[config.mk]
export PLATFORM = sky130hd
export DESIGN_NAME = ipd_frame_header_parser
export DESIGN_NICKNAME = d
export VERILOG_FILES = /design/src/hw/rtl/ipdfhp_pkg.sv /design/src/hw/rtl/ipdfhp_parser.sv /design/src/hw/rtl/ipd_frame_header_parser.sv
export SDC_FILE = /design/constraint.sdc
export NUM_CORES = 1
export LEC_CHECK = 0
export BUFFER_PORTS_ARGS = -buffer_cell sky130_fd_sc_hd__buf_2
export CELL_PAD_IN_SITES_DETAIL_PLACEMENT = 1
export CELL_PAD_IN_SITES_GLOBAL_PLACEMENT = 2
export CORE_ASPECT_RATIO = 0.8
export CORE_MARGIN = 2
export CORE_UTILIZATION = 31
export CTS_CLUSTER_DIAMETER = 40
export DETAILED_ROUTE_END_ITERATION = 6
export GPL_ROUTABILITY_DRIVEN = 0
export PLACE_DENSITY_LB_ADDON = 0.1
export SYNTH_ARGS = -nofsm -noshare
export SYNTH_HDL_FRONTEND = slang
export SYNTH_SLANG_ARGS = --single-unit
[constraint.sdc]
create_clock -name clk -period 4.4 [get_ports clk]
set_input_delay 0.66 -clock clk [delete_from_list [all_inputs] [get_ports clk]]
set_output_delay 0.66 -clock clk [all_outputs]
set_load 0.01 [all_outputs]
[src/hw/rtl/ipdfhp_pkg.sv]
package ipdfhp_pkg;

    // Largest payload a header may announce; payload_len is 11 bits wide.
    localparam int MAX_PAYLOAD = 1024;
    localparam int LEN_CAP     = (MAX_PAYLOAD > 2047) ? 2047 : MAX_PAYLOAD;

    localparam int TDATA_W = 80;
    localparam int PREFIX_LEN = 5;

    // Result event codes
    localparam logic [1:0] EV_NONE   = 2'd0;
    localparam logic [1:0] EV_HEADER = 2'd1;
    localparam logic [1:0] EV_DATA   = 2'd2;
    localparam logic [1:0] EV_ERROR  = 2'd3;

    // Parse phases
    localparam logic [3:0] PH_HUNT       = 4'd0;
    localparam logic [3:0] PH_ID_FIRST   = 4'd1;
    localparam logic [3:0] PH_ID_MORE    = 4'd2;
    localparam logic [3:0] PH_LEN_FIRST  = 4'd3;
    localparam logic [3:0] PH_LEN_MORE   = 4'd4;
    localparam logic [3:0] PH_QUOTE      = 4'd5;
    localparam logic [3:0] PH_OCT_FIRST  = 4'd6;
    localparam logic [3:0] PH_OCT_MORE   = 4'd7;
    localparam logic [3:0] PH_COMMA      = 4'd8;
    localparam logic [3:0] PH_PORT_FIRST = 4'd9;
    localparam logic [3:0] PH_PORT_MORE  = 4'd10;
    localparam logic [3:0] PH_PAYLOAD    = 4'd11;

    localparam logic [7:0] CH_PLUS  = 8'h2B;
    localparam logic [7:0] CH_COMMA = 8'h2C;
    localparam logic [7:0] CH_DOT   = 8'h2E;
    localparam logic [7:0] CH_QUOTE = 8'h22;
    localparam logic [7:0] CH_COLON = 8'h3A;
    localparam logic [7:0] CH_ZERO  = 8'h30;
    localparam logic [7:0] CH_NINE  = 8'h39;

    typedef struct packed {
        logic [1:0]  event_res;
        logic [7:0]  conn_id;
        logic [10:0] payload_len;
        logic [31:0] peer_ip;
        logic [15:0] peer_port;
        logic [7:0]  data_byte;
        logic        last_byte;
    } result_t;

    // Characters of the "+IPD," prefix by position
    function automatic logic [7:0] prefix_char(input logic [2:0] pos);
        logic [7:0] ch;
        unique case (pos)
            3'd0:    ch = CH_PLUS;
            3'd1:    ch = 8'h49;
            3'd2:    ch = 8'h50;
            3'd3:    ch = 8'h44;
            3'd4:    ch = CH_COMMA;
            default: ch = 8'h00;
        endcase
        return ch;
    endfunction

endpackage

[src/hw/rtl/ipdfhp_parser.sv]
module ipdfhp_parser
    import ipdfhp_pkg::*;
(
    input  logic       clk,
    input  logic       rst_n,
    input  logic       step,
    input  logic [7:0] rx_byte,
    output result_t    res
);

    localparam logic [14:0] LenLimit = 15'(LEN_CAP);

    logic [3:0]  phase_reg,  phase_next;
    logic [2:0]  prefix_reg, prefix_next;
    logic [7:0]  id_reg,     id_next;
    logic [10:0] len_reg,    len_next;
    logic [31:0] ip_reg,     ip_next;
    logic [7:0]  oct_reg,    oct_next;
    logic [1:0]  octidx_reg, octidx_next;
    logic [15:0] port_reg,   port_next;
    logic [10:0] left_reg,   left_next;

    logic        is_digit;
    logic        is_plus;
    logic [3:0]  digit;
    logic [11:0] id_sum;
    logic [11:0] oct_sum;
    logic [14:0] len_sum;
    logic [19:0] port_sum;
    logic [10:0] left_dec;
    logic        err;

    assign is_digit = (rx_byte >= CH_ZERO) && (rx_byte <= CH_NINE);
    assign is_plus  = (rx_byte == CH_PLUS);
    assign digit    = rx_byte[3:0];

    // acc * 10 + digit as two shifts and adds
    assign id_sum   = ({4'b0, id_reg} << 3) + ({4'b0, id_reg} << 1) + {8'b0, digit};
    assign oct_sum  = ({4'b0, oct_reg} << 3) + ({4'b0, oct_reg} << 1) + {8'b0, digit};
    assign len_sum  = ({4'b0, len_reg} << 3) + ({4'b0, len_reg} << 1) + {11'b0, digit};
    assign port_sum = ({4'b0, port_reg} << 3) + ({4'b0, port_reg} << 1)
                    + {16'b0, digit};
    assign left_dec = left_reg - 11'd1;

    always_comb
    begin
        phase_next  = phase_reg;
        prefix_next = prefix_reg;
        id_next     = id_reg;
        len_next    = len_reg;
        ip_next     = ip_reg;
        oct_next    = oct_reg;
        octidx_next = octidx_reg;
        port_next   = port_reg;
        left_next   = left_reg;
        res         = '0;
        err         = 1'b0;

        unique case (phase_reg)
            PH_ID_FIRST, PH_ID_MORE:
            begin
                if (is_digit)
                begin
                    phase_next = PH_ID_MORE;
                    if (id_sum > 12'd255)
                        err = 1'b1;
                    else
                        id_next = id_sum[7:0];
                end
                else if (rx_byte == CH_COMMA && phase_reg == PH_ID_MORE)
                    phase_next = PH_LEN_FIRST;
                else
                    err = 1'b1;
            end
            PH_LEN_FIRST, PH_LEN_MORE:
            begin
                if (is_digit)
                begin
                    phase_next = PH_LEN_MORE;
                    if (len_sum > LenLimit)
                        err = 1'b1;
                    else
                        len_next = len_sum[10:0];
                end
                else if (rx_byte == CH_COMMA && phase_reg == PH_LEN_MORE)
                    phase_next = PH_QUOTE;
                else
                    err = 1'b1;
            end
            PH_QUOTE:
            begin
                if (rx_byte == CH_QUOTE)
                    phase_next = PH_OCT_FIRST;
                else
                    err = 1'b1;
            end
            PH_OCT_FIRST, PH_OCT_MORE:
            begin
                if (is_digit)
                begin
                    phase_next = PH_OCT_MORE;
                    if (oct_sum > 12'd255)
                        err = 1'b1;
                    else
                        oct_next = oct_sum[7:0];
                end
                else if (phase_reg == PH_OCT_MORE && rx_byte == CH_DOT
                         && octidx_reg != 2'd3)
                begin
                    ip_next     = {ip_reg[23:0], oct_reg};
                    oct_next    = '0;
                    octidx_next = octidx_reg + 2'd1;
                    phase_next  = PH_OCT_FIRST;
                end
                else if (phase_reg == PH_OCT_MORE && rx_byte == CH_QUOTE
                         && octidx_reg == 2'd3)
                begin
                    ip_next     = {ip_reg[23:0], oct_reg};
                    oct_next    = '0;
                    octidx_next = '0;
                    phase_next  = PH_COMMA;
                end
                else
                    err = 1'b1;
            end
            PH_COMMA:
            begin
                if (rx_byte == CH_COMMA)
                    phase_next = PH_PORT_FIRST;
                else
                    err = 1'b1;
            end
            PH_PORT_FIRST, PH_PORT_MORE:
            begin
                if (is_digit)
                begin
                    phase_next = PH_PORT_MORE;
                    if (port_sum > 20'd65535)
                        err = 1'b1;
                    else
                        port_next = port_sum[15:0];
                end
                else if (rx_byte == CH_COLON && phase_reg == PH_PORT_MORE)
                begin
                    res.event_res   = EV_HEADER;
                    res.conn_id     = id_reg;
                    res.payload_len = len_reg;
                    res.peer_ip     = ip_reg;
                    res.peer_port   = port_reg;
                    left_next       = len_reg;
                    if (len_reg == '0)
                    begin
                        phase_next  = PH_HUNT;
                        prefix_next = '0;
                    end
                    else
                        phase_next = PH_PAYLOAD;
                end
                else
                    err = 1'b1;
            end
            PH_PAYLOAD:
            begin
                res.event_res   = EV_DATA;
                res.conn_id     = id_reg;
                res.payload_len = len_reg;
                res.peer_ip     = ip_reg;
                res.peer_port   = port_reg;
                res.data_byte   = rx_byte;
                left_next       = left_dec;
                if (left_dec == '0)
                begin
                    res.last_byte = 1'b1;
                    phase_next    = PH_HUNT;
                    prefix_next   = '0;
                end
            end
            default:
            begin
                // hunt for the prefix; unused phase codes land here too
                phase_next = PH_HUNT;
                if (prefix_reg < 3'(PREFIX_LEN) && rx_byte == prefix_char(prefix_reg))
                begin
                    if (prefix_reg == 3'(PREFIX_LEN - 1))
                    begin
                        prefix_next = '0;
                        id_next     = '0;
                        len_next    = '0;
                        ip_next     = '0;
                        oct_next    = '0;
                        octidx_next = '0;
                        port_next   = '0;
                        left_next   = '0;
                        phase_next  = PH_ID_FIRST;
                    end
                    else
                        prefix_next = prefix_reg + 3'd1;
                end
                else
                    prefix_next = is_plus ? 3'd1 : 3'd0;
            end
        endcase

        // drop the frame; a '+' here already starts the next prefix
        if (err)
        begin
            res           = '0;
            res.event_res = EV_ERROR;
            phase_next    = PH_HUNT;
            prefix_next   = is_plus ? 3'd1 : 3'd0;
        end
    end

    always_ff @(posedge clk or negedge rst_n)
    begin
        if (!rst_n)
        begin
            phase_reg  <= PH_HUNT;
            prefix_reg <= '0;
            id_reg     <= '0;
            len_reg    <= '0;
            ip_reg     <= '0;
            oct_reg    <= '0;
            octidx_reg <= '0;
            port_reg   <= '0;
            left_reg   <= '0;
        end
        else if (step)
        begin
            phase_reg  <= phase_next;
            prefix_reg <= prefix_next;
            id_reg     <= id_next;
            len_reg    <= len_next;
            ip_reg     <= ip_next;
            oct_reg    <= oct_next;
            octidx_reg <= octidx_next;
            port_reg   <= port_next;
            left_reg   <= left_next;
        end
    end

endmodule

[src/hw/rtl/ipd_frame_header_parser.sv]
// Streaming parser for "+IPD,<id>,<len>,"<a.b.c.d>",<port>:<payload>" receive
// frames. Every received byte taken on the slave side yields exactly one
// result transaction on the master side: nothing, header complete, payload
// byte (tlast on the final one) or format error. Bytes pass through an input
// register, combinational parse logic and a result register, so a result shows
// on m_tvalid once it is held in the result register; throughput is one byte
// per cycle while downstream accepts, and both registers keep moving while
// downstream stalls until each holds an item.
module ipd_frame_header_parser
    import ipdfhp_pkg::*;
(
    input  logic               clk,
    input  logic               rst_n,
    input  logic               s_tvalid,
    output logic               s_tready,
    input  logic [7:0]         s_tdata,   // rx_byte
    output logic               m_tvalid,
    input  logic               m_tready,
    // conn_id[7:0], payload_len[18:8], peer_ip[50:19], peer_port[66:51],
    // data_byte[74:67], zero fill [79:75]
    output logic [TDATA_W-1:0] m_tdata,
    output logic [1:0]         m_tuser,   // event_res
    output logic               m_tlast    // last_byte
);

    logic       in_valid_reg;
    logic [7:0] in_byte_reg;
    logic       out_valid_reg;
    result_t    out_res_reg;
    result_t    parse_res;
    logic       advance;

    assign advance  = in_valid_reg && (!out_valid_reg || m_tready);
    assign s_tready = !in_valid_reg || advance;

    ipdfhp_parser u_parser (
        .clk     (clk),
        .rst_n   (rst_n),
        .step    (advance),
        .rx_byte (in_byte_reg),
        .res     (parse_res)
    );

    always_ff @(posedge clk or negedge rst_n)
    begin
        if (!rst_n)
        begin
            in_valid_reg  <= 1'b0;
            out_valid_reg <= 1'b0;
        end
        else
        begin
            if (s_tvalid && s_tready)
                in_valid_reg <= 1'b1;
            else if (advance)
                in_valid_reg <= 1'b0;

            if (advance)
                out_valid_reg <= 1'b1;
            else if (m_tready)
                out_valid_reg <= 1'b0;
        end
    end

    always_ff @(posedge clk)
    begin
        if (s_tvalid && s_tready)
            in_byte_reg <= s_tdata;
        if (advance)
            out_res_reg <= parse_res;
    end

    assign m_tvalid = out_valid_reg;
    assign m_tuser  = out_res_reg.event_res;
    assign m_tlast  = out_res_reg.last_byte;
    assign m_tdata  = {5'b0, out_res_reg.data_byte, out_res_reg.peer_port,
                       out_res_reg.peer_ip, out_res_reg.payload_len,
                       out_res_reg.conn_id};

endmodule

# Word level (Yosys, flattened, before mapping)
# Index checks and enable logic that the tools add are counted.
word_totals:
  regBits: 183
  in_bits: 12
  output_inout_bits: 85
  wordCells: 225
op_classes:
  addsub: 11
  magnitude_cmp: 7
  n_eq_ne: 46
  n_mux: 87
  n_bitwise: 6
  n_reduce_logical: 49
op_table:
  columns: ["operator", "count"]
  rows:
  - ["two-way mux 32 bit", 5]
  - ["case mux 69 bit (2 select lines)", 1]
  - ["two-way mux 8 bit", 9]
  - ["two-way mux 69 bit", 1]
  - ["two-way mux 68 bit", 1]
  - ["two-way mux 11 bit", 6]
  - ["two-way mux 16 bit", 4]
  - ["case mux 32 bit (2 select lines)", 1]
  - ["two-way mux 4 bit", 15]
  - ["AND reduction 6 bit", 7]
  - ["== test 8 x 6 -> 1 bit (second input constant)", 5]
  - ["OR reduction 9 bit", 4]
  - ["case mux 7 bit (5 select lines)", 1]
  - ["case mux 11 bit (3 select lines)", 1]
  - ["case mux 16 bit (2 select lines)", 1]
  - ["case mux 8 bit (2 select lines)", 2]
  - ["case mux 4 bit (7 select lines)", 1]
  - ["adder 11 x 9 -> 12 bit", 2]
  - ["adder 12 x 4 -> 12 bit", 2]
  - ["> comparator 12 x 8 -> 1 bit (second input constant)", 2]
  - ["zero test 11 bit", 2]
  - ["two-way mux 1 bit", 22]
  - ["case mux 11 bit (2 select lines)", 1]
  - ["two-way mux 3 bit", 7]
  - ["other kinds (42)", 103]

# Depth between registers and ports, before layout
# Gate-level depths: netlist of run 1.
depth:
  ltp_word: 9
  ltp_mapped: 14
  mapped_depth_nobuf: 13

# Modules after synthesis
# Synthesis of run 1 repeated with hierarchy kept, for this count alone.
hier_totals:
  cells_unflattened: 1076
  area_unflattened_um2: 10908.0
by_module_without_submodules:
  columns: ["mod", "n_inst", "cells_per_inst", "area_each_um2", "seq_area_each_um2"]
  rows:
  - ["ipdfhp_parser", 1, 976, 8180.3, 2377.3]
  - ["ipd_frame_header_parser", 1, 100, 2727.6, 2632.5]

# Worst setup path before layout of run 1
# OpenSTA, ideal clock, no wires.
synth_path:
  kind: "register -> register"
  start: "reg in_byte_reg[3]"
  end: "reg u_parser.port_reg[11]"
  setup_ps: 135
  arrival_time_ps: 3863
  required_time_ps: 4265
  path_slack_ps: 402
  stages_incl_launch_ff: 15
  path_buffers: 1
  period_less_slack_ps: 3998
  cell_sequence: "edfxtp_1 inv_1 fa_1 inv_1 fa_1 a211oi_1 o311a_1 o211ai_1 a211o_1 a2111oi_0 nand2b_1 o2111ai_1 clkbuf_1 nand2_1 o21ai_0"
synth_via:
  elab_chain_len: 4
  elab_cells_between_ends: 14
  classes_between: "1 x add/sub; 3 x order compare; 3 x eq/ne; 3 x mux; 4 x reduce/logical"
synth_lines:
  columns: ["item", "line", "source"]
  rows:
  - ["start, declared", "ipd_frame_header_parser.sv:27", "logic [7:0] in_byte_reg;"]
  - ["start signal, assigned", "ipd_frame_header_parser.sv:68", "in_byte_reg <= s_tdata;"]
  - ["adder 20 x 4 -> 20 bit, or another cell as far along", "ipdfhp_parser.sv:42", "+ {16'b0, digit};"]
  - ["> comparator 20 x 16 -> 1 bit, or another cell as far along", "ipdfhp_parser.sv:138", "if (port_sum > 20'd65535)"]
  - ["inequality test 2 bit (no source line), or another cell as far along", null, null]
  - ["AND reduction 6 bit (no source line) or case mux 16 bit (2 select lines) (tied branches)", null, null]
  - ["end signal, assigned", "ipdfhp_parser.sv:237", "port_reg <= port_next;"]
  - ["end, declared", "ipdfhp_parser.sv:20", "logic [15:0] port_reg, port_next;"]
# Parallel ways exist; a longest one is shown, timed or not. The select of a mux whose other input is x is not followed.
# A chain may end at the register's enable or synchronous reset.

# Worst setup path in the final report of run 1
layout_path:
  start: "reg in_byte_reg[3]"
  end: "reg u_parser.prefix_reg[2]"
layout_via:
  elab_chain_len: 9
  elab_cells_between_ends: 49
  classes_between: "4 x add/sub; 6 x order compare; 10 x eq/ne; 19 x mux; 10 x reduce/logical"
layout_lines:
  columns: ["item", "line", "source"]
  rows:
  - ["branches (longest 9 deep; another with adder 20 x 4 -> 20 bit)", null, null]
  - ["end signal, assigned", "ipdfhp_parser.sv:231", "prefix_reg <= prefix_next;"]
  - ["end, declared", "ipdfhp_parser.sv:14", "logic [2:0] prefix_reg, prefix_next;"]
# Parallel ways; which one is timed is not known.

==> run summary, run 1 <==
- **Initial Util** 31.2%
- **result of the run** finished, final reports clean
- **leakage power** 5.45 nW
- **unique cell type count in the Yosys netlist** 71
- **average routed wire per standard cell** 18.7 um
- **largest net degree at the start of global routing** 69
- **later-pin clock latency in the skew report** 0.45 ns
- **hold_buf cts** 0
- **ys flop type** sky130_fd_sc_hd__dfrtp_1
- **cell area power density** 447 nW/um^2
- **total global routing track utilization** 17.7%
- **time the final worst path needs with I/O delays and setup** 4.10 ns
- **Bufs on Longest Clock Path** 2
- **area of the core** 34500 sq um
- **critical path data required time** 4.72 ns
- **Top Ports** 97
- **Logic pwr share** 34.5%
- **detailed-route vias per instance** 4.98
- **remaining global-route overflow** 0
- **worst slew slack as a fraction of its limit** 32.3%
- **final design area excluding fillers** 12400 sq um
- **DP Cell Count** 1625
- **RSZ-0062 raised after global routing** false
- **EDFF count, synth** 86
- **clock-pin slew on the worst setup and hold paths** 0.08 ns
- **count of input and output buffers** 91
- **die outline area** 36200 sq um
- **period utilization** 93.1%
- **total via count after detailed routing** 8257
- **count leader, synth** sky130_fd_sc_hd__nand2_1
- **worst endpoint data arrival time** 4.42 ns
- **worst setup path class** register to register
- **peak supply drop** 0.262 mV
- **internal power consumption** 0.00351 W
- **length in cells of the worst reg-to-reg path** 13
- **DIE HEIGHT** 171 um
- **total placed instance area** 11800 sq um
- **average instance area after synthesis** 9.98 sq um
- **number of clock sinks seen by CTS** 183
- **Max H-tree Level** 4
- **Die W** 212 um
- **TritonCTS clock tree** yes
- **clock network power share** 28.4%
- **highest attainable clock frequency** 244 MHz
- **count of antenna-violating nets left after detailed routing** 0
- **aggregate routed wire length** 30900 um
- **share of synthesized flip-flops with an asynchronous set or reset** 53.0%
- **clk_skew** 0.0153 ns
- **Tot Pwr** 0.00556 W
- **final setup violation count** 0
- **final layout net count** 1282
- **slew at the pin closest to its max-slew limit** 1.01 ns
- **TNS Setup** 0 ns
- **kind of start point of the critical path** register
- **maximum fanout along the worst path** 4
- **detailed-route DRC error count** 0
- **most frequent cells after synthesis** 154 x sky130_fd_sc_hd__nand2_1, 97 x sky130_fd_sc_hd__dfrtp_1, 90 x sky130_fd_sc_hd__ha_1, 90 x sky130_fd_sc_hd__o21ai_0, 86 x sky130_fd_sc_hd__edfxtp_1
- **DP HPWL** 22500 um
- **detailed-routing iteration count for the pre-antenna-repair pass** 4
- **top-area cell type share of the netlist area** 24.0%
- **largest cells by area after synthesis** sky130_fd_sc_hd__edfxtp_1 24%, sky130_fd_sc_hd__dfrtp_1 23%, sky130_fd_sc_hd__ha_1 10%, sky130_fd_sc_hd__nand2_1 5.4%, sky130_fd_sc_hd__o21ai_0 4.2%
- **Non-Filler Instances** 1657
- **category of the worst setup path capture point** register
- **first-pass GRT wire length** 49200 um
- **hold slack final** 0.275 ns
- **diode count** 0
- **proportion of power drawn by flip-flops and latches** 37.1%
- **Final Max Slew Viols** 0
- **number of antenna violations at the first check in global routing** 1
- **site row count** 61
- **relative area change from synthesis to final layout** 15.6%
- **Clk Tree Root Cell** sky130_fd_sc_hd__clkbuf_16
- **Largest register FFs** 75
- **share of the yosys chip area belonging to registers** 46.6%
- **class of the most critical hold timing path** primary input to async pin
- **Max Cap Viol** 0
- **share of post-route cells with drive strength above 1** 15.1%
- **Net Sw Frac** 36.8%
- **final count of hold timing violations** 0
- **clock buffer count from CTS** 17
- **net switching power** 0.00204 W
- **cell type with the largest total area after synthesis** sky130_fd_sc_hd__edfxtp_1
- **fill cell count** 3916
- **total number of yosys warnings** 0
- **FF+latch count, synth** 183
- **R2R setup slack** 0.30 ns
- **vias in the first global route** 8562
- **number of DRC violations after detailed-routing iteration 0** 338
- **Gate Count Post-Synth** 1078
- **Mapped Area** 10800 sq um
[critical path, stage by stage (launching register included)]
cell	delay (ns)
sky130_fd_sc_hd__edfxtp_1	0.46
sky130_fd_sc_hd__fa_1	0.55
sky130_fd_sc_hd__ha_1	0.32
sky130_fd_sc_hd__a211oi_1	0.41
sky130_fd_sc_hd__o21ai_0	0.34
sky130_fd_sc_hd__a211oi_1	0.42
sky130_fd_sc_hd__nor2_1	0.08
sky130_fd_sc_hd__o41ai_1	0.31
sky130_fd_sc_hd__o311ai_1	0.22
sky130_fd_sc_hd__buf_4	0.20
sky130_fd_sc_hd__a211oi_4	0.24
sky130_fd_sc_hd__buf_4	0.18
sky130_fd_sc_hd__a21oi_2	0.09
sky130_fd_sc_hd__mux2i_1	0.15
[kinds of logic after synthesis]
group	share of synthesized area (%)
multiplexers	2.85
flip-flops	46.6
adder cells (fa/ha/maj)	12.0
AND/OR/NAND/NOR	16.4
other	0.0349
AO/OA/AOI/OAI	16.3
XOR/XNOR	1.95
buffers and inverters	3.92
[through the flow]
step | setup slack, ns | utilization (%)
final | 0.302 | 36.1
after floorplan | 0.402 | -
after global routing | 0.0237 | 36.1
after detailed placement | 0.235 | 34.3
after global placement | 0.338 | 34.3
after CTS | 0.214 | 36.0
[final timing paths]
path                                                            to                       startpoint
worst min register to register     u_parser.ip_reg[28]$_DFFE_PN0P_  u_parser.ip_reg[28]$_DFFE_PN0P_
worst max-delay path            u_parser.prefix_reg[2]$_DFFE_PN0P_         in_byte_reg[3]$_DFFE_PP_
worst max register to register  u_parser.prefix_reg[2]$_DFFE_PN0P_         in_byte_reg[3]$_DFFE_PP_
max in group asynchronous         u_parser.port_reg[1]$_DFFE_PN0P_                            rst_n
min in group clk                          in_byte_reg[7]$_DFFE_PP_                       s_tdata[7]
worst min-delay path                u_parser.id_reg[5]$_DFFE_PN0P_                            rst_n
[cells in the final DEF (no fill, tap or decap), types with 8 or more instances in the layout]
cell type                   Yosys  routed
sky130_fd_sc_hd__nand2_1      154     154
sky130_fd_sc_hd__dfrtp_1       97      97
sky130_fd_sc_hd__o21ai_0       90      90
sky130_fd_sc_hd__ha_1          90      90
sky130_fd_sc_hd__buf_2          4      90
sky130_fd_sc_hd__edfxtp_1      86      86
sky130_fd_sc_hd__a21oi_1       60      60
sky130_fd_sc_hd__and2_1        58      58
sky130_fd_sc_hd__nor2_1        52      51
sky130_fd_sc_hd__inv_1         50      49
sky130_fd_sc_hd__buf_4          5      30
sky130_fd_sc_hd__nor3_1        20      20
sky130_fd_sc_hd__a211oi_1      19      17
sky130_fd_sc_hd__o21ai_1       17      17
sky130_fd_sc_hd__clkbuf_16      0      17
sky130_fd_sc_hd__xnor2_1       16      16
sky130_fd_sc_hd__mux2i_1       16      16
sky130_fd_sc_hd__nand2b_1      15      15
sky130_fd_sc_hd__a21o_1        15      15
sky130_fd_sc_hd__nand3_1       12      12
sky130_fd_sc_hd__mux2_2        12      12
sky130_fd_sc_hd__o211ai_1      11      11
sky130_fd_sc_hd__nor2b_1       10      10
sky130_fd_sc_hd__nand4_1        9       9
sky130_fd_sc_hd__xor2_1         8       8
sky130_fd_sc_hd__fa_1           8       8
[power by group through the flow]
| stage | Combinational (W) | Clock, W | Sequential [W] |
|---|---|---|---|
| 2_1_floorplan | 0.00130 | 0 | 0.00207 |
| 3_3_place_gp | 0.00191 | 0 | 0.00210 |
| 3_5_place_dp | 0.00191 | 0 | 0.00210 |
| 4_1_cts | 0.00192 | 0.00163 | 0.00206 |
| 5_1_grt | 0.00216 | 0.00170 | 0.00208 |
| 6_report | 0.00192 | 0.00158 | 0.00206 |
[routing by layer]
metal	part of all wire, %	global-route usage [%]	up-vias
li1	-	-	4045
met1	52	25.7	4101
met2	44	27.7	102
met3	3.0	3.27	9
met4	0.58	3.47	0
met5	0	0	-
[layout make-up]
cell class | count | area, sq um | area share (%)
multi-input cells | 799 | 5370 | 43.1
inverters | 50 | 189 | 1.52
well taps | 472 | 591 | 4.75
clock buffers | 20 | 457 | 3.67
repair buffers | 121 | 696 | 5.59
clock inverters | 12 | 133 | 1.07
flip-flops and latches | 183 | 5010 | 40.3
[repair_timing]
action	in CTS	in global routing
setup buffers	0	0
gates resized for setup	0	3
endpoints found under the setup margin	0	25
(Power assumes the default switching activity.)
==> inputs of run 2 (changes only) <==
==> constraint.sdc (replaced) <==
create_clock -name clk -period 5.3 [get_ports clk]
set_input_delay 0.795 -clock clk [delete_from_list [all_inputs] [get_ports clk]]
set_output_delay 0.795 -clock clk [all_outputs]
set_load 0.01 [all_outputs]
==> run 2 against run 1 <==
- cell count decreased by 0.60%
- clock-buffer cell count down 2
- fmax is 9.1% lower
- via count decreased by 0.41%
- sequential share of layout area up 0.15 points
- clock power decreased by 9%
- global-route usage barely moved
- register-to-register slack improved by 0.49 ns
==> run summary, run 2 (synthesis results as in run 1) <==
- **result of the run** finished, final reports clean
- **later-pin clock latency in the skew report** 0.46 ns, about the same
- **leading cell types in the layout, fill and taps excluded** 154 x sky130_fd_sc_hd__nand2_1, 97 x sky130_fd_sc_hd__dfrtp_1, 90 x sky130_fd_sc_hd__o21ai_0, 90 x sky130_fd_sc_hd__ha_1, 90 x sky130_fd_sc_hd__buf_2
- **final setup violation count** 0, unchanged
- **pre-CTS setup slack** 0.823 ns, +0.588 ns
- **diode count** 0, unchanged
- **slew at the pin closest to its max-slew limit** 1.14 ns, +0.130 ns
- **total placed instance area** 11800 sq um, -0.74%
- **final design area excluding fillers** 12400 sq um, -0.36%
- **site row count** 61, unchanged
- **die outline area** 36200 sq um, unchanged
- **postcts setup bufs** 0, unchanged
- **maximum fanout along the worst path** 10, +6
- **DIE HEIGHT** 171 um, unchanged
- **Max Cap Viol** 0, unchanged
- **clock buffer count from CTS** 17, unchanged
- **peak supply drop** 0.284 mV, +8.3%
- **Final Max Slew Viols** 0, unchanged
- **largest net degree at the start of global routing** 69, unchanged
- **TNS Setup** 0 ns, unchanged
- **average routed wire per standard cell** 18.5 um, -0.91%
- **count of antenna-violating nets left after detailed routing** 0, unchanged
- **final count of hold timing violations** 0, unchanged
- **total global routing track utilization** 17.7%, about the same
- **detailed-route DRC error count** 0, unchanged
- **most frequent standard cell in the layout excluding fill and tap cells** sky130_fd_sc_hd__nand2_1
- **total via count after detailed routing** 8223, -0.41%
- **remaining global-route overflow** 0, unchanged
- **CP delay by family, top** compound AO/OA/AOI/OAI gates
- **Max H-tree Level** 4, unchanged
- **relative area change from synthesis to final layout** 15.2%
- **highest attainable clock frequency** 222 MHz, -9.1%
- **clock-pin slew on the worst setup and hold paths** 0.07 ns, about the same
- **clk_skew** 0.0123 ns, -0.00299 ns
- **Bufs on Longest Clock Path** 2, unchanged
- **TritonCTS clock tree** yes
- **final layout net count** 1272, -0.78%
- **class of the most critical hold timing path** primary input to async pin
- **number of clock sinks seen by CTS** 183, unchanged
- **detailed-route vias per instance** 4.99, +0.19%
- **number of gates resized after cts** 0, unchanged
- **worst slew slack as a fraction of its limit** 23.6%, -8.7 points
- **number of antenna violations at the first check in global routing** 1, unchanged
- **DP HPWL** 22100 um, -2.1%
- **largest stage delay on the critical path** 0.57 ns, +0.02 ns
- **count of input and output buffers** 91, unchanged
- **Largest register FFs** 75, unchanged
- **kind of start point of the critical path** register
- **Tot Pwr** 0.00465 W, -16%
- **Clk Tree Root Cell** sky130_fd_sc_hd__clkbuf_16
- **category of the worst setup path capture point** register
- **critical path data required time** 5.64 ns, +0.92 ns
- **number of DRC violations after detailed-routing iteration 0** 382, +13%
- **RSZ-0062 raised after global routing** false
- **share of post-route cells with drive strength above 1** 14.3%, -0.81 points
- **hold_buf cts** 0, unchanged
- **period utilization** 85.0%, -8.1 points
- **detailed-routing iteration count for the pre-antenna-repair pass** 5, +1
- **vias in the first global route** 8458, -1.2%
- **number of buffer and inverter stages on the critical path** 1, -1
- **slowest stage cell on the critical path** sky130_fd_sc_hd__a211oi_4
- **least setup slack across all paths after layout** 0.793 ns, +0.491 ns
- **CP Cell Sequence** buf_4 > fa_1 > fa_1 > a211oi_1 > o21ai_0 > a211oi_1 > nor2_1 > o41ai_1 > o311ai_1 > a211oi_4 > a21oi_2 > mux2i_1
- **Initial Util** 31.2%, unchanged
- **cell area power density** 375 nW/um^2, -16%
- **Top Ports** 97, unchanged
- **first-pass GRT wire length** 49100 um, -0.20%
- **worst endpoint data arrival time** 4.85 ns, +0.43 ns
- **aggregate routed wire length** 30500 um, -1.5%
- **Die W** 212 um, unchanged
- **area of the core** 34500 sq um, unchanged
- **leakage power** 5.41 nW, -0.70%
- **time the final worst path needs with I/O delays and setup** 4.51 ns, +0.409 ns
- **worst setup path class** register to register
## run 2: final timing paths
kind,cells after the start,from,slack [ns],endpoint
max,12,in_byte_reg[3]$_DFFE_PP_,0.79,u_parser.prefix_reg[2]$_DFFE_PN0P_
min,1,rst_n,0.38,u_parser.ip_reg[28]$_DFFE_PN0P_
max reg2reg,12,in_byte_reg[3]$_DFFE_PP_,0.79,u_parser.prefix_reg[2]$_DFFE_PN0P_
min reg2reg,2,u_parser.ip_reg[28]$_DFFE_PN0P_,0.48,u_parser.ip_reg[28]$_DFFE_PN0P_
max in group asynchronous,2,rst_n,3.74,u_parser.left_reg[0]$_DFFE_PN0P_
min in group clk,2,u_parser.ip_reg[28]$_DFFE_PN0P_,0.48,u_parser.ip_reg[28]$_DFFE_PN0P_
## run 2: power breakdown
group	switching, W	internal [W]
Sequential	0.000142	0.00160
Combinational	0.000904	0.000570
Clock	0.000632	0.000805
## run 2: stage by stage
stage / hold WS, ns / cells / utilization [%]
after CTS: 0.396 / 1647 / 35.9
after floorplan: 0.442 / 1082 / -
after global routing: 0.423 / 1647 / 35.9
after detailed placement: 0.467 / 1615 / 34.1
after global placement: 0.462 / 1615 / 34.1
final: 0.379 / 1647 / 35.9
## run 2: area by class of cell
class,count,area [sq um]
clock inverter,14,214
tap,472,591
inverter,50,189
clock buffer,18,429
sequential,183,5010
timing repair buffer,111,608
fill,3964,22100
multi-input combinational,799,5350
## run 2: worst register-to-register path, delay by kind of cell (launching register included)
| kind | cells | cell delay (ns) |
|---|---|---|
| compound gates | 7 | 2.51 |
| fa+ha+maj | 2 | 1.04 |
| buf+inv | 1 | 0.20 |
| flops | 1 | 0.39 |
| mux | 1 | 0.16 |
| simple gates | 1 | 0.10 |
## run 2: layer usage
metal | vias up | global-route usage [%] | wire, um
met5 | - | 0 | 13
met4 | 2 | 4.59 | 392
met3 | 23 | 3.56 | 1060
met2 | 120 | 26.3 | 13000
met1 | 4022 | 26.2 | 16000
li1 | 4056 | - | -
